[src/hw/rtl/amount_fifo_partial_drain_unit_macros.svh]
// Assertion macros used by the amount FIFO datapath.
`ifndef AMOUNT_FIFO_PARTIAL_DRAIN_UNIT_MACROS_SVH
`define AMOUNT_FIFO_PARTIAL_DRAIN_UNIT_MACROS_SVH

// Same-cycle implication, clocked on clk, off while rst_n is low.
`define AFPD_ASSERT_SAME(lbl, ante, cons, msg) \
    lbl: assert property (@(posedge clk) disable iff (!rst_n) (ante) |-> (cons)) \
        else $error(msg);

// Next-cycle implication, clocked on clk, off while rst_n is low.
`define AFPD_ASSERT_NEXT(lbl, ante, cons, msg) \
    lbl: assert property (@(posedge clk) disable iff (!rst_n) (ante) |=> (cons)) \
        else $error(msg);

`endif

[src/hw/rtl/afpd_pkg.sv]
// Shared types, constants and helpers for the amount FIFO.
`timescale 1ns / 1ps
`default_nettype none

package afpd_pkg;

    localparam int QUEUE_DEPTH    = 16;
    localparam int AMOUNT_BITS    = 16;
    localparam int PTR_BITS       = $clog2(QUEUE_DEPTH);
    localparam int COUNT_BITS     = $clog2(QUEUE_DEPTH + 1);
    localparam int IN_TDATA_BITS  = ((AMOUNT_BITS + 7) / 8) * 8;
    localparam int OUT_FIELD_BITS = COUNT_BITS + 2 * AMOUNT_BITS;
    localparam int OUT_TDATA_BITS = ((OUT_FIELD_BITS + 7) / 8) * 8;

    // Request kinds carried in tuser
    localparam logic KIND_PRODUCE = 1'b0;
    localparam logic KIND_CONSUME = 1'b1;

    typedef enum logic [2:0] {
        ST_IDLE,
        ST_PRODUCE,
        ST_DRAIN,
        ST_SETTLE,
        ST_RESULT
    } afpd_state_t;

    // Controller -> datapath
    typedef struct packed {
        logic accept;
        logic produce;
        logic drain;
        logic load_out;
    } afpd_cmd_t;

    // Datapath -> controller
    typedef struct packed {
        logic empty;
        logic full;
        logic head_lt;
        logic head_eq;
    } afpd_stat_t;

    function automatic logic [PTR_BITS-1:0] next_slot(input logic [PTR_BITS-1:0] p);
        logic [PTR_BITS-1:0] nxt;
        nxt = (p == PTR_BITS'(QUEUE_DEPTH - 1)) ? '0 : p + 1'b1;
        return nxt;
    endfunction

endpackage

`default_nettype wire

[src/hw/rtl/afpd_ctrl.sv]
// Sequencing state machine for the amount FIFO.
`timescale 1ns / 1ps
`default_nettype none

module afpd_ctrl (
    input  wire logic               clk,
    input  wire logic               rst_n,
    input  wire logic               in_valid,
    input  wire logic               in_kind,
    output logic                    in_ready,
    output logic                    out_valid,
    input  wire logic               out_ready,
    input  wire afpd_pkg::afpd_stat_t stat,
    output afpd_pkg::afpd_cmd_t     cmd
);

    afpd_pkg::afpd_state_t state_reg, state_next;
    logic                  out_valid_reg, out_valid_next;
    logic                  out_free;

    assign out_free  = !out_valid_reg || out_ready;
    assign out_valid = out_valid_reg;

    always_ff @(posedge clk or negedge rst_n)
    begin
        if (!rst_n)
        begin
            state_reg     <= afpd_pkg::ST_IDLE;
            out_valid_reg <= 1'b0;
        end
        else
        begin
            state_reg     <= state_next;
            out_valid_reg <= out_valid_next;
        end
    end

    // next state
    always_comb
    begin
        state_next = state_reg;
        case (state_reg)
            afpd_pkg::ST_IDLE:
            begin
                if (in_valid)
                begin
                    state_next = (in_kind == afpd_pkg::KIND_CONSUME) ?
                                 afpd_pkg::ST_DRAIN : afpd_pkg::ST_PRODUCE;
                end
            end
            afpd_pkg::ST_PRODUCE:
                state_next = afpd_pkg::ST_SETTLE;
            afpd_pkg::ST_DRAIN:
            begin
                if (stat.empty || stat.head_eq)
                    state_next = afpd_pkg::ST_RESULT;
                else if (!stat.head_lt)
                    state_next = afpd_pkg::ST_SETTLE;  // head was rewritten
            end
            afpd_pkg::ST_SETTLE:
                state_next = afpd_pkg::ST_RESULT;
            afpd_pkg::ST_RESULT:
            begin
                if (out_free)
                    state_next = afpd_pkg::ST_IDLE;
            end
            default:
                state_next = afpd_pkg::ST_IDLE;
        endcase
    end

    // outputs
    always_comb
    begin
        in_ready     = 1'b0;
        cmd          = '0;
        case (state_reg)
            afpd_pkg::ST_IDLE:
            begin
                in_ready   = 1'b1;
                cmd.accept = in_valid;
            end
            afpd_pkg::ST_PRODUCE:
                cmd.produce = 1'b1;
            afpd_pkg::ST_DRAIN:
                cmd.drain = 1'b1;
            afpd_pkg::ST_RESULT:
                cmd.load_out = out_free;
            default:
                cmd = '0;
        endcase
        out_valid_next = cmd.load_out ? 1'b1 : (out_ready ? 1'b0 : out_valid_reg);
    end

endmodule

`default_nettype wire

[src/hw/rtl/afpd_datapath.sv]
// Entry store, pointers, drain arithmetic and output register of the amount FIFO.
`timescale 1ns / 1ps
`default_nettype none
`include "amount_fifo_partial_drain_unit_macros.svh"

module afpd_datapath (
    input  wire logic                                 clk,
    input  wire logic                                 rst_n,
    input  wire afpd_pkg::afpd_cmd_t                  cmd,
    input  wire logic [afpd_pkg::AMOUNT_BITS-1:0]     amount,
    output afpd_pkg::afpd_stat_t                      stat,
    output logic                                      out_status,
    output logic [afpd_pkg::COUNT_BITS-1:0]           out_occupancy,
    output logic [afpd_pkg::AMOUNT_BITS-1:0]          out_oldest,
    output logic [afpd_pkg::AMOUNT_BITS-1:0]          out_unmet
);

    logic [afpd_pkg::AMOUNT_BITS-1:0] mem [afpd_pkg::QUEUE_DEPTH];

    logic [afpd_pkg::AMOUNT_BITS-1:0] head_reg;
    logic [afpd_pkg::AMOUNT_BITS-1:0] demand_reg, demand_next;
    logic [afpd_pkg::AMOUNT_BITS-1:0] unmet_reg, unmet_next;
    logic                             status_reg, status_next;
    logic [afpd_pkg::PTR_BITS-1:0]    oldest_ptr_reg, oldest_ptr_next;
    logic [afpd_pkg::PTR_BITS-1:0]    newest_ptr_reg, newest_ptr_next;
    logic [afpd_pkg::COUNT_BITS-1:0]  count_reg, count_next;

    logic                             wr_en;
    logic [afpd_pkg::PTR_BITS-1:0]    wr_addr;
    logic [afpd_pkg::AMOUNT_BITS-1:0] wr_data;

    logic                             out_status_reg;
    logic [afpd_pkg::COUNT_BITS-1:0]  out_occ_reg;
    logic [afpd_pkg::AMOUNT_BITS-1:0] out_oldest_reg;
    logic [afpd_pkg::AMOUNT_BITS-1:0] out_unmet_reg;

    // assertion terms
    logic                             count_over;
    logic                             ptr_gap;
    logic                             drop_step;
    logic                             empty_drain;

    assign stat.empty   = (count_reg == '0);
    assign stat.full    = (count_reg == afpd_pkg::COUNT_BITS'(afpd_pkg::QUEUE_DEPTH));
    assign stat.head_lt = (head_reg < demand_reg);
    assign stat.head_eq = (head_reg == demand_reg);

    always_comb
    begin
        demand_next     = demand_reg;
        unmet_next      = unmet_reg;
        status_next     = status_reg;
        oldest_ptr_next = oldest_ptr_reg;
        newest_ptr_next = newest_ptr_reg;
        count_next      = count_reg;
        wr_en           = 1'b0;
        wr_addr         = newest_ptr_reg;
        wr_data         = demand_reg;

        if (cmd.accept)
        begin
            demand_next = amount;
            unmet_next  = '0;
            status_next = 1'b0;
        end

        if (cmd.produce)
        begin
            if (stat.full)
                status_next = 1'b1;
            else
            begin
                wr_en           = 1'b1;
                newest_ptr_next = afpd_pkg::next_slot(newest_ptr_reg);
                count_next      = count_reg + 1'b1;
            end
        end

        // one oldest entry per step
        if (cmd.drain)
        begin
            if (stat.empty)
                unmet_next = demand_reg;
            else if (stat.head_lt || stat.head_eq)
            begin
                demand_next     = demand_reg - head_reg;
                oldest_ptr_next = afpd_pkg::next_slot(oldest_ptr_reg);
                count_next      = count_reg - 1'b1;
            end
            else
            begin
                wr_en   = 1'b1;
                wr_addr = oldest_ptr_reg;
                wr_data = head_reg - demand_reg;
            end
        end
    end

    // entry store: one write port, registered read at the next oldest slot
    always_ff @(posedge clk)
    begin
        if (wr_en)
            mem[wr_addr] <= wr_data;
        head_reg <= mem[oldest_ptr_next];
    end

    always_ff @(posedge clk or negedge rst_n)
    begin
        if (!rst_n)
        begin
            oldest_ptr_reg <= '0;
            newest_ptr_reg <= '0;
            count_reg      <= '0;
        end
        else
        begin
            oldest_ptr_reg <= oldest_ptr_next;
            newest_ptr_reg <= newest_ptr_next;
            count_reg      <= count_next;
        end
    end

    always_ff @(posedge clk)
    begin
        demand_reg <= demand_next;
        unmet_reg  <= unmet_next;
        status_reg <= status_next;
        if (cmd.load_out)
        begin
            out_status_reg <= status_reg;
            out_occ_reg    <= count_reg;
            out_oldest_reg <= stat.empty ? '0 : head_reg;
            out_unmet_reg  <= unmet_reg;
        end
    end

    assign out_status    = out_status_reg;
    assign out_occupancy = out_occ_reg;
    assign out_oldest    = out_oldest_reg;
    assign out_unmet     = out_unmet_reg;

    assign count_over  = (count_reg > afpd_pkg::COUNT_BITS'(afpd_pkg::QUEUE_DEPTH));
    assign ptr_gap     = (oldest_ptr_reg != newest_ptr_reg);
    assign drop_step   = cmd.produce && stat.full;
    assign empty_drain = cmd.drain && stat.empty;

    `AFPD_ASSERT_SAME(a_count_bound, 1'b1, !count_over, "entry count above queue depth")
    `AFPD_ASSERT_SAME(a_ptr_match, stat.empty || stat.full, !ptr_gap, "pointer mismatch")
    `AFPD_ASSERT_NEXT(a_drop_holds, drop_step, status_reg && $stable(count_reg), "bad drop")
    `AFPD_ASSERT_NEXT(a_empty_unmet, empty_drain, unmet_reg == $past(demand_reg), "unmet lost")
    `AFPD_ASSERT_NEXT(a_empty_stays, empty_drain, stat.empty, "empty queue changed")

endmodule

`default_nettype wire

[src/hw/rtl/amount_fifo_partial_drain_unit.sv]
// Top level of the amount FIFO with partial drain.
// A produce request passes PRODUCE, SETTLE and RESULT; a consume request stays in
// DRAIN, one oldest entry per step, then goes to RESULT, via SETTLE after a head rewrite.
// Requests are served one at a time; the drain loop walks the entry store through its
// single registered read port. The next request is taken once the result is registered.
// Reset (rst_n low, asynchronous): pointers, count, state and output valid clear;
// the entry store keeps its contents and is only read where it was written.
`timescale 1ns / 1ps
`default_nettype none

module amount_fifo_partial_drain_unit (
    input  wire logic                                    clk,
    input  wire logic                                    rst_n,
    // request channel
    input  wire logic                                    s_axis_tvalid,
    output logic                                         s_axis_tready,
    input  wire logic [afpd_pkg::IN_TDATA_BITS-1:0]      s_axis_tdata,  // amount, zero pad
    input  wire logic                                    s_axis_tuser,  // kind
    // result channel
    output logic                                         m_axis_tvalid,
    input  wire logic                                    m_axis_tready,
    output logic [afpd_pkg::OUT_TDATA_BITS-1:0]          m_axis_tdata,  // occupancy,
                                                                        // oldest_amount,
                                                                        // unmet_demand, pad
    output logic                                         m_axis_tuser   // status
);

    afpd_pkg::afpd_cmd_t              cmd;
    afpd_pkg::afpd_stat_t             stat;
    logic [afpd_pkg::COUNT_BITS-1:0]  occupancy;
    logic [afpd_pkg::AMOUNT_BITS-1:0] oldest_amount;
    logic [afpd_pkg::AMOUNT_BITS-1:0] unmet_demand;

    // Controller: accepts a request in IDLE, walks produce or drain steps,
    // then loads the output register when it is free.
    afpd_ctrl u_ctrl (
        .clk       (clk),
        .rst_n     (rst_n),
        .in_valid  (s_axis_tvalid),
        .in_kind   (s_axis_tuser),
        .in_ready  (s_axis_tready),
        .out_valid (m_axis_tvalid),
        .out_ready (m_axis_tready),
        .stat      (stat),
        .cmd       (cmd)
    );

    // Datapath: ring of amounts, head compare/subtract, result register.
    afpd_datapath u_datapath (
        .clk           (clk),
        .rst_n         (rst_n),
        .cmd           (cmd),
        .amount        (s_axis_tdata[afpd_pkg::AMOUNT_BITS-1:0]),
        .stat          (stat),
        .out_status    (m_axis_tuser),
        .out_occupancy (occupancy),
        .out_oldest    (oldest_amount),
        .out_unmet     (unmet_demand)
    );

    // Result fields packed from bit 0 up, zero filled to a whole byte.
    assign m_axis_tdata = afpd_pkg::OUT_TDATA_BITS'({unmet_demand, oldest_amount, occupancy});

endmodule

`default_nettype wire

[config.mk]
export PLATFORM = sky130hd
export DESIGN_NAME = amount_fifo_partial_drain_unit
export DESIGN_NICKNAME = d
export VERILOG_FILES = /design/src/hw/rtl/afpd_pkg.sv /design/src/hw/rtl/afpd_ctrl.sv /design/src/hw/rtl/afpd_datapath.sv /design/src/hw/rtl/amount_fifo_partial_drain_unit.sv
export VERILOG_INCLUDE_DIRS = /design/src /design/src/hw/rtl
export SDC_FILE = /design/constraint.sdc
export NUM_CORES = 1
export LEC_CHECK = 0
export ABC_AREA = 1
export BUFFER_PORTS_ARGS = -buffer_cell sky130_fd_sc_hd__clkbuf_2
export CAP_MARGIN = 10
export CORE_MARGIN = 1
export CORE_UTILIZATION = 35
export CTS_BUF_LIST = sky130_fd_sc_hd__clkbuf_16
export DETAILED_ROUTE_END_ITERATION = 8
export GPL_TIMING_DRIVEN = 0
export PLACE_DENSITY_LB_ADDON = 0.08
export SETUP_SLACK_MARGIN = 0.15
export SLEW_MARGIN = 20
export SYNTH_ARGS = -nofsm -noshare
export SYNTH_HDL_FRONTEND = slang
export SYNTH_SLANG_ARGS = --single-unit
[constraint.sdc]
create_clock -name clk -period 3.5 [get_ports clk]
set_input_delay 0 -clock clk [delete_from_list [all_inputs] [get_ports clk]]
set_output_delay 0 -clock clk [all_outputs]
set_load 0.02 [all_outputs]
==> flow_summary.json, run 1 <==
{
  "post_route_cells_drive_above_1_share_pct": 18.43,
  "clock_tree_from_tritoncts": "yes",
  "diodes": 0,
  "syn_to_final_growth_pct": 23.41,
  "hold_critical_path_depth": 3,
  "mappedNetlistArea_sq_um": 16970,
  "io_buffer_count": 60,
  "tritoncts_num_sinks": 360,
  "grt_setup_unrepaired": "yes",
  "boundaryPins": 64,
  "synthesis.instances": 1715,
  "worst-path-max-fanout": 10,
  "std_cell_rows": 80,
  "critPathKind": "reg2reg",
  "clock_tree.buffer_depth": 3,
  "remaining_number_of_nets_flagged_by_the_antenna_check_after_routing": 0,
  "fp.coreArea_sq_um": 47750,
  "wirelength_mm": 49.39,
  "insertion_delay_ns": 0.58,
  "routed_via_density": 4.778,
  "final_min_period_over_clock_period_pct": 92.06,
  "die_x_microns": 222.2,
  "route.detailed.drc": 0,
  "largest_register_ffs": 256,
  "rr_endpoint": "u_datapath.head_reg[12]",
  "detail_route.first_pass.iterations": 6,
  "synth-seq-area-share_pct": 60.32,
  "fill_cells": 4631,
  "clock-root-buffer": "clkbuf_16",
  "min-delay-start": "m_axis_tready",
  "data_arrival_time_of_the_worst_path_ns": 3.66,
  "slew-limit-headroom_pct": 38.40,
  "final-setup-viol-count": 0,
  "drv_slew": 0,
  "dp.final_hpwl_mm": 36.31,
  "numCtsBuffers": 43,
  "grt_max_degree": 29,
  "largest-register": "u_datapath.mem",
  "yosysUniqueCellTypes": 40,
  "route.vias.total": 12170,
  "worstRegToRegCells": 20,
  "hold_path_class": "in2reg",
  "max_freq_mhz": 310.4,
  "grt_first_pass_wirelength_mm": 74.38,
  "antenna_violations_before_repair": 0,
  "status": "complete, no violations",
  "total_of_flip_flops_plus_latches_after_synthesis": 360,
  "hold_viol_final": 0,
  "grt_pass1_vias": 11970,
  "gp_congestion": 0.8801,
  "drt_iter0_drc": 780,
  "path_common_cell": "nand2_2",
  "cp_slowest_stage_delay_ns": 0.41,
  "net_total_in_the_final_layout": 1956,
  "die_area_sq_um": 49360,
  "synthesis.area_per_instance_sq_um": 9.893,
  "h-tree-depth": 2,
  "fin_skew_ns": 0.01962,
  "die_h_microns": 222.2,
  "hold-path-endpoint": "u_ctrl.out_valid",
  "post-route-min-period_ns": 3.222,
  "endpoint_kind": "register",
  "timing.critical_path.cells": "inv_1 > ha_1 > fa_1 > inv_1 > nand3_1 > nand2_1 > nand2_1 > nand2_2 > nand2_2 > nand2_2 > nand2_2 > nand2_8 > inv_4 > nand3b_1 > nand2_2 > inv_2 > clkbuf_4 > nand3_1 > nand3_2 > nand2_1",
  "drt-wirelength-per-cell_microns": 19.39,
  "ff2ff_setup_slack_ns": 0.28,
  "tightest_slew_ns": 0.9169,
  "cts_clock_pin_slew_for_the_worst_setup_and_hold_paths_ns": 0.06,
  "setup_tns_ns": 0,
  "initial_core_utilization_pct": 35.53,
  "critical_path_required_ns": 3.94,
  "grt.total_usage_pct": 20.28,
  "worst_reg2reg_startpoint": "u_datapath.head_reg[0]",
  "yosysWarningCount": 0,
  "global_route.overflow_total": 0,
  "max_cap_violations": 0,
  "startpoint_type": "register",
  "timing.critical_path.slowest_stage_cell": "fa_1"
}
==> timing repair <==
action / 4_1_cts / 5_1_grt
setup buffers: 21 / 8
cloned: 0 / 1
hold endpoints to repair: 37 / 0
resized for setup: 65 / 65
pin swaps: 19 / 13
hold buffers: 22 / 0
setup endpoints to repair: 501 / 433
==> metal layers <==
| metal | wire (microns) | part of all wire, % | GRT usage, % |
|---|---|---|---|
| met5 | 0 | 0 | 0 |
| met4 | 1890 | 3.8 | 8.087 |
| met3 | 2049 | 4.1 | 3.174 |
| met2 | 22590 | 46 | 32.39 |
| met1 | 22870 | 46 | 27.56 |
==> worst max-delay path: cells and delay by family, from the launching register on <==
kind	cells	cell delay, ns
adder cells (fa/ha/maj)	2	0.61
buffers and inverters	5	0.59
AND/OR/NAND/NOR	13	1.54
flip-flops	1	0.35
==> cell families (layout without fill, tap and decap cells) <==
logic type,Yosys count,after routing,share of synthesized area [%]
other cells,1,3,0.02210
compound gates,141,141,4.624
flops,360,360,60.32
xor+xnor,27,27,1.394
simple gates,750,750,20.80
buf+inv,399,614,10.02
fa+ha+maj,37,37,2.817
==> cells in the mapped netlist <==
cell	number	area [sq um]
o31ai_4	1	21.27
buf_4	25	187.7
o21bai_1	3	22.52
ha_1	35	437.9
edfxtp_1	294	8828
o21ai_0	88	440.4
o31ai_1	1	7.510
dfrtp_1	17	425.4
nor2_1	49	183.9
xor2_1	23	201.4
nand2_4	1	11.26
a21oi_1	32	160.2
buf_6	7	78.83
fa_1	2	40.04
buf_1	1	3.750
buf_2	41	205.2
a21boi_0	2	15.01
nor3_1	2	10.01
o21ai_4	1	16.27
nand4_1	3	18.77
or2_2	3	18.77
nor2_2	1	6.260
dfxtp_1	49	980.9
nand2_2	13	81.33
nand3b_1	67	503.0
conb_1	1	3.750
nand3_1	321	1607
o41ai_1	1	8.760
clkbuf_1	13	48.80
a211oi_1	1	7.510
a31oi_1	1	6.260
xnor2_1	4	35.03
o2111ai_1	2	17.52
a21o_1	3	22.52
o211ai_1	4	30.03
nand2_1	290	1089
inv_1	304	1141
inv_2	6	22.52
a21oi_2	1	8.760
inv_4	2	12.51
==> layout by cell type, fill, tap and decap left out, types with 17 or more instances in the layout <==
cell type        n
inv_1          309
nand3_1        299
edfxtp_1       294
nand2_1        283
o21ai_0         71
nand3b_1        67
clkbuf_2        61
clkbuf_16       46
dfxtp_1         45
buf_4           44
ha_1            34
nor2_1          31
a21oi_1         28
buf_6           23
buf_2           23
xor2_1          23
dlygate4sd3_1   22
nor2_4          19
dfrtp_1         17
==> worst max-delay path by stage <==
stage | startpoint | endpoint | slack [ns]
finish | u_datapath.head_reg[0] | u_datapath.head_reg[12] | 0.28
global route | u_datapath.demand_reg[13] | u_datapath.mem[10][0] | 0.11
CTS | u_datapath.demand_reg[14] | u_datapath.mem[5][1] | 0.06
detailed placement | u_datapath.demand_reg[14] | u_datapath.mem[6][10] | -0.61
global placement | u_datapath.demand_reg[14] | u_datapath.mem[11][8] | -2.15
floorplan | u_datapath.head_reg[0] | u_datapath.mem[0][0] | 0.34
==> per-stage QoR <==
stage	area, sq um	hold slack (ns)	setup slack, ns	cells	util, %
after global placement	18040	-0.01918	-2.152	2392	37.79
after global routing	20940	0.1622	0.1129	2547	43.85
after CTS	20630	0.1578	0.05949	2538	43.22
final	20940	0.1803	0.2780	2547	43.85
after detailed placement	18480	-0.01587	-0.6135	2416	38.70
after floorplan	16970	-0.2956	0.3354	1717	-
==> layout make-up <==
class	instances	area [sq um]	share of cell area [%]
buffer	87	605.6	2.892
clock buffer	45	1126	5.378
clock inverter	34	241.5	1.153
inverter	312	1176	5.617
multi-input combinational	958	5552	26.51
sequential	360	10240	48.90
tap	615	769.5	3.675
timing repair buffer	136	1229	5.868
Power of run 1 is left out: the tool's default activity adds up to more than one toggle a clock period on the data nets, which glitch-free logic cannot reach.
==> inputs of run 2 (changes only) <==
--- a/config.mk
+++ b/config.mk
@@ -9,3 +9,2 @@
 export ABC_AREA = 1
-export BUFFER_PORTS_ARGS = -buffer_cell sky130_fd_sc_hd__clkbuf_2
 export CAP_MARGIN = 10
@@ -15,2 +14,3 @@
 export DETAILED_ROUTE_END_ITERATION = 8
+export DONT_BUFFER_PORTS = 1
 export GPL_TIMING_DRIVEN = 0
--- a/constraint.sdc
+++ b/constraint.sdc
@@ -3,2 +3,2 @@
 set_output_delay 0 -clock clk [all_outputs]
-set_load 0.02 [all_outputs]
+set_load 0.05 [all_outputs]
==> flow_summary.json, run 2 (synthesis gave the netlist of run 1 again) <==
{
  "status": "finished, violations left",
  "failed_checks": "hold timing",
  "max_cap_violations": 0,
  "tightest_slew_ns": 1.015,
  "std_cell_rows": 80,
  "hold_viol_final": 11,
  "drt_iter0_drc": 656,
  "io_buffer_count": 0,
  "route.detailed.drc": 0,
  "largest_register_ffs": 256,
  "largest-register": "u_datapath.mem",
  "grt_setup_unrepaired": "yes",
  "startpoint_type": "register",
  "initial_core_utilization_pct": 35.53,
  "fp.coreArea_sq_um": 47750,
  "rr_endpoint": "u_datapath.head_reg[4]",
  "data_arrival_time_of_the_worst_path_ns": 3.75,
  "gp_congestion": 0.9253,
  "cts_clock_pin_slew_for_the_worst_setup_and_hold_paths_ns": 0.06,
  "critPathKind": "reg2reg",
  "dpl-instance-area_sq_um": 18190,
  "antenna_violations_before_repair": 0,
  "clock-root-buffer": "clkbuf_16",
  "grt_max_degree": 29,
  "remaining_number_of_nets_flagged_by_the_antenna_check_after_routing": 0,
  "worstRegToRegCells": 17,
  "ff2ff_setup_slack_ns": 0.25,
  "post_route_cells_drive_above_1_share_pct": 16.39,
  "drv_slew": 0,
  "die_h_microns": 222.2,
  "syn_to_final_growth_pct": 21.47,
  "fin_skew_ns": 0.01461,
  "grt_pass1_vias": 11880,
  "final_min_period_over_clock_period_pct": 92.99,
  "setup_slack_ns": 0.2453,
  "drt-wirelength-per-cell_microns": 19.74,
  "regArea_sq_um": 10240,
  "post-route-min-period_ns": 3.255,
  "final_common_cell": "inv_1",
  "routed_via_density": 4.753,
  "net_total_in_the_final_layout": 1898,
  "critical_path_required_ns": 4.00,
  "multi_input_area_sq_um": 5588,
  "detail_route.first_pass.iterations": 5,
  "numCtsBuffers": 43,
  "preCtsSetupSlack_ns": -0.6203,
  "worst_reg2reg_startpoint": "u_datapath.demand_reg[11]",
  "global_route.overflow_total": 0,
  "slew-limit-headroom_pct": 31.81,
  "tritoncts_num_sinks": 360,
  "hold_path_class": "in2async",
  "hold_slack_ns": -0.007031,
  "grt_first_pass_wirelength_mm": 74.19,
  "route.vias.total": 11840,
  "dp.final_hpwl_mm": 36.41,
  "worst-path-max-fanout": 10,
  "wirelength_mm": 49.15,
  "clock_tree.buffer_depth": 3,
  "setup_tns_ns": 0,
  "die_x_microns": 222.2,
  "endpoint_kind": "register",
  "max_freq_mhz": 307.2,
  "h-tree-depth": 2,
  "fill_cells": 4649,
  "most_frequent_cells_in_the_layout": "inv_1 (306), edfxtp_1 (294), nand3_1 (292)",
  "insertion_delay_ns": 0.57,
  "design_area_sq_um": 20610,
  "boundaryPins": 64,
  "grt.total_usage_pct": 20.24,
  "die_area_sq_um": 49360,
  "clock_tree_from_tritoncts": "yes",
  "final-setup-viol-count": 0
}
run 2: cell types whose count changed in the layout (fill, tap and decap cells not counted), moves of 4 or more:
cell and change:
buf_4 -4, buf_6 +4, clkbuf_2 -60, clkbuf_4 +4, clkinv_2 +5, nand3_1 -7
nand3_2 +7
run 2: cell type report:
cell class / instances / share of cell area, %
antenna: 2 / 0.02429
buffer: 87 / 3.121
clock buffer: 43 / 5.221
clock inverter: 35 / 0.9228
inverter: 312 / 5.707
multi-input combinational: 958 / 27.11
sequential: 360 / 49.69
tap: 615 / 3.734
timing repair buffer: 78 / 4.468
run 2: worst max-delay path by stage:
stage	startpoint	slack (ns)	endpoint
2_1_floorplan	u_datapath.head_reg[0]	0.34	u_datapath.mem[0][0]
3_3_place_gp	u_datapath.demand_reg[14]	-2.12	u_datapath.mem[11][8]
3_5_place_dp	u_datapath.demand_reg[14]	-0.62	u_datapath.mem[12][2]
4_1_cts	u_datapath.head_reg[0]	0.12	u_datapath.head_reg[10]
5_1_grt	u_datapath.demand_reg[11]	0.12	u_datapath.head_reg[10]
6_report	u_datapath.demand_reg[11]	0.25	u_datapath.head_reg[4]
run 2: metrics by stage:
| stage | util, % | instances |
|---|---|---|
| after global routing | 43.15 | 2488 |
| after floorplan | - | 1717 |
| after CTS | 42.36 | 2481 |
| final | 43.16 | 2490 |
| after detailed placement | 38.11 | 2357 |
| after global placement | 37.16 | 2332 |
run 2: routing by layer:
metal / global-route usage (%) / share of wire [%]
met2: 33.31 / 47
met1: 27.13 / 46
met3: 2.737 / 3.9
met4: 7.616 / 3.5
met5: 0 / 0
run 2: repair_timing:
| action | 4_1_cts | 5_1_grt |
|---|---|---|
| hold endpoints to repair | 47 | 0 |
| buffers inserted | 24 | 7 |
| endpoints found under the setup margin | 515 | 390 |
| pin swaps | 20 | 9 |
| resized for setup | 60 | 84 |
| hold buffers | 22 | 0 |
run 2: worst max-delay path, cell delays in order, from the launching register on:
cell      delay [ns]
dfxtp_1         0.36
inv_1           0.09
ha_1            0.28
clkbuf_4        0.17
nand2_2         0.09
inv_2           0.09
nand2_2         0.07
nor2_2          0.14
nand4_1         0.19
buf_4           0.20
nand2_2         0.13
nand2_8         0.10
o21ai_4         0.37
buf_2           0.34
nand3_1         0.11
nand3_1         0.16
nand3_2         0.14
nand2_1         0.15
Power of run 2 is left out for the same reason.
==> inputs of run 3 (changes only) <==
Settings changed: CELL_PAD_IN_SITES_DETAIL_PLACEMENT set to 1, CELL_PAD_IN_SITES_GLOBAL_PLACEMENT set to 2.
==> flow_summary.json, run 3 (synthesis gave the netlist of run 1 again) <==
{
  "startpoint_type": "register",
  "clock_tree.buffer_depth": 3,
  "final_min_period_over_clock_period_pct": 90.28,
  "final-setup-viol-count": 0,
  "drt_iter0_drc": 517,
  "tritoncts_num_sinks": 360,
  "setup.worst_path.end": "u_datapath.mem[0][3]",
  "drt-wirelength-per-cell_microns": 21.34,
  "largest-register": "u_datapath.mem",
  "worst-path-max-fanout": 7,
  "cts_clock_pin_slew_for_the_worst_setup_and_hold_paths_ns": 0.06,
  "worst_reg2reg_startpoint": "u_datapath.demand_reg[11]",
  "setup_slack_ns": 0.3403,
  "dp.final_hpwl_mm": 40.02,
  "post_route_cells_drive_above_1_share_pct": 16.48,
  "grt_first_pass_wirelength_mm": 79.58,
  "most_frequent_cells_in_the_layout": "inv_1 (307), nand3_1 (299), edfxtp_1 (294)",
  "worst_setup_path_startpoint": "u_datapath.demand_reg[11]",
  "post-route-min-period_ns": 3.160,
  "clock-root-buffer": "clkbuf_16",
  "setup_tns_ns": 0,
  "std_cell_rows": 80,
  "preCtsSetupSlack_ns": -0.7326,
  "clock_tree_from_tritoncts": "yes",
  "fill_cells": 5252,
  "worstRegToRegCells": 18,
  "largest_register_ffs": 256,
  "die_x_microns": 222.2,
  "endpoint_kind": "register",
  "grt_max_degree": 27,
  "status": "complete, no violations",
  "fp.coreArea_sq_um": 47750,
  "global_route.overflow_total": 0,
  "tightest_slew_ns": 0.9323,
  "die_h_microns": 222.2,
  "final_core_util_pct": 43.33,
  "numCtsBuffers": 44,
  "syn_to_final_growth_pct": 21.95,
  "final_common_cell": "inv_1",
  "max_freq_mhz": 316.5,
  "grt.total_usage_pct": 21.86,
  "die_area_sq_um": 49360,
  "fin_skew_ns": 0.02373,
  "route.detailed.drc": 0,
  "net_total_in_the_final_layout": 1898,
  "critical_path_required_ns": 3.80,
  "ff2ff_setup_slack_ns": 0.34,
  "hold_path_class": "in2async",
  "boundaryPins": 64,
  "route.vias.total": 12130,
  "io_buffer_count": 0,
  "antenna_violations_before_repair": 0,
  "routed_via_density": 4.867,
  "rr_endpoint": "u_datapath.mem[0][3]",
  "detail_route.first_pass.iterations": 5,
  "h-tree-depth": 2,
  "max_cap_violations": 0,
  "critPathKind": "reg2reg",
  "remaining_number_of_nets_flagged_by_the_antenna_check_after_routing": 0,
  "initial_core_utilization_pct": 35.53,
  "wirelength_mm": 53.19,
  "grt_pass1_vias": 12620,
  "data_arrival_time_of_the_worst_path_ns": 3.46,
  "drv_slew": 0,
  "grt_setup_unrepaired": "no",
  "slew-limit-headroom_pct": 37.37,
  "hold_viol_final": 0,
  "gp_congestion": 0.8656,
  "insertion_delay_ns": 0.58
}
## run 3: cell count changes in the layout (fill, tap and decap cells not counted), moves of 4 or more
| cell | previous run | this run |
|---|---|---|
| nand3_2 | 23 | 19 |
| ha_1 | 33 | 29 |
| dfxtp_2 | 4 | 8 |
| dfxtp_1 | 45 | 41 |
| nand3_1 | 292 | 299 |
| clkbuf_4 | 17 | 9 |
## run 3: area by class of cell
class | instances | area [sq um] | area share [%]
antenna | 2 | 5.005 | 0.02419
inverter | 312 | 1176 | 5.685
multi-input combinational | 958 | 5558 | 26.86
buffer | 87 | 640.6 | 3.096
clock inverter | 36 | 192.7 | 0.9313
timing repair buffer | 77 | 977.2 | 4.723
sequential | 360 | 10240 | 49.52
clock buffer | 45 | 1126 | 5.443
tap | 615 | 769.5 | 3.719
## run 3: how the worst min path moves through the flow
stage	from	endpoint	cells after the start
after floorplan	rst_n	u_ctrl.out_valid	0
after global placement	rst_n	u_datapath.count_reg[3]	0
after detailed placement	rst_n	u_datapath.count_reg[3]	0
after CTS	rst_n	u_datapath.newest_ptr_reg[3]	1
after global routing	rst_n	u_datapath.newest_ptr_reg[3]	1
final	rst_n	u_datapath.newest_ptr_reg[0]	1
## run 3: layer usage
metal  global-route usage [%]  vias up  share of wire [%]
li1                         -     5928                  -
met1                    29.26     5931                 47
met2                    35.99      195                 47
met3                    2.658       75                2.7
met4                    8.781        0                3.4
met5                        0        -                  0
## run 3: critical path, stage by stage, from the launching register on
cell,delay (ns)
dfxtp_2,0.34
inv_1,0.08
ha_1,0.29
buf_6,0.12
nand2_2,0.07
inv_2,0.09
nand2_2,0.07
nor2_4,0.13
nand4_1,0.20
inv_1,0.15
nor2_2,0.07
nand2_2,0.09
inv_2,0.07
or2_2,0.32
o21ai_4,0.09
nand3_2,0.12
buf_12,0.18
nor2_4,0.20
clkbuf_16,0.19
## run 3: through the flow
step	instance area (sq um)	hold slack, ns	instances
floorplan	16970	-0.2956	1717
global placement	17740	-0.2951	2332
detailed placement	18230	-0.2952	2357
CTS	20390	0.004923	2484
global route	20680	0.07001	2490
finish	20690	0.01354	2492
## run 3: repair_timing
item / CTS / global route
buffers inserted: 25 / 5
hold buffers: 21 / 0
pin swaps: 24 / 10
cloned: 0 / 1
endpoints found under the setup margin: 528 / 359
gates resized for setup: 72 / 68
endpoints found under the hold margin: 49 / 0
Power of run 3 is left out for the same reason.
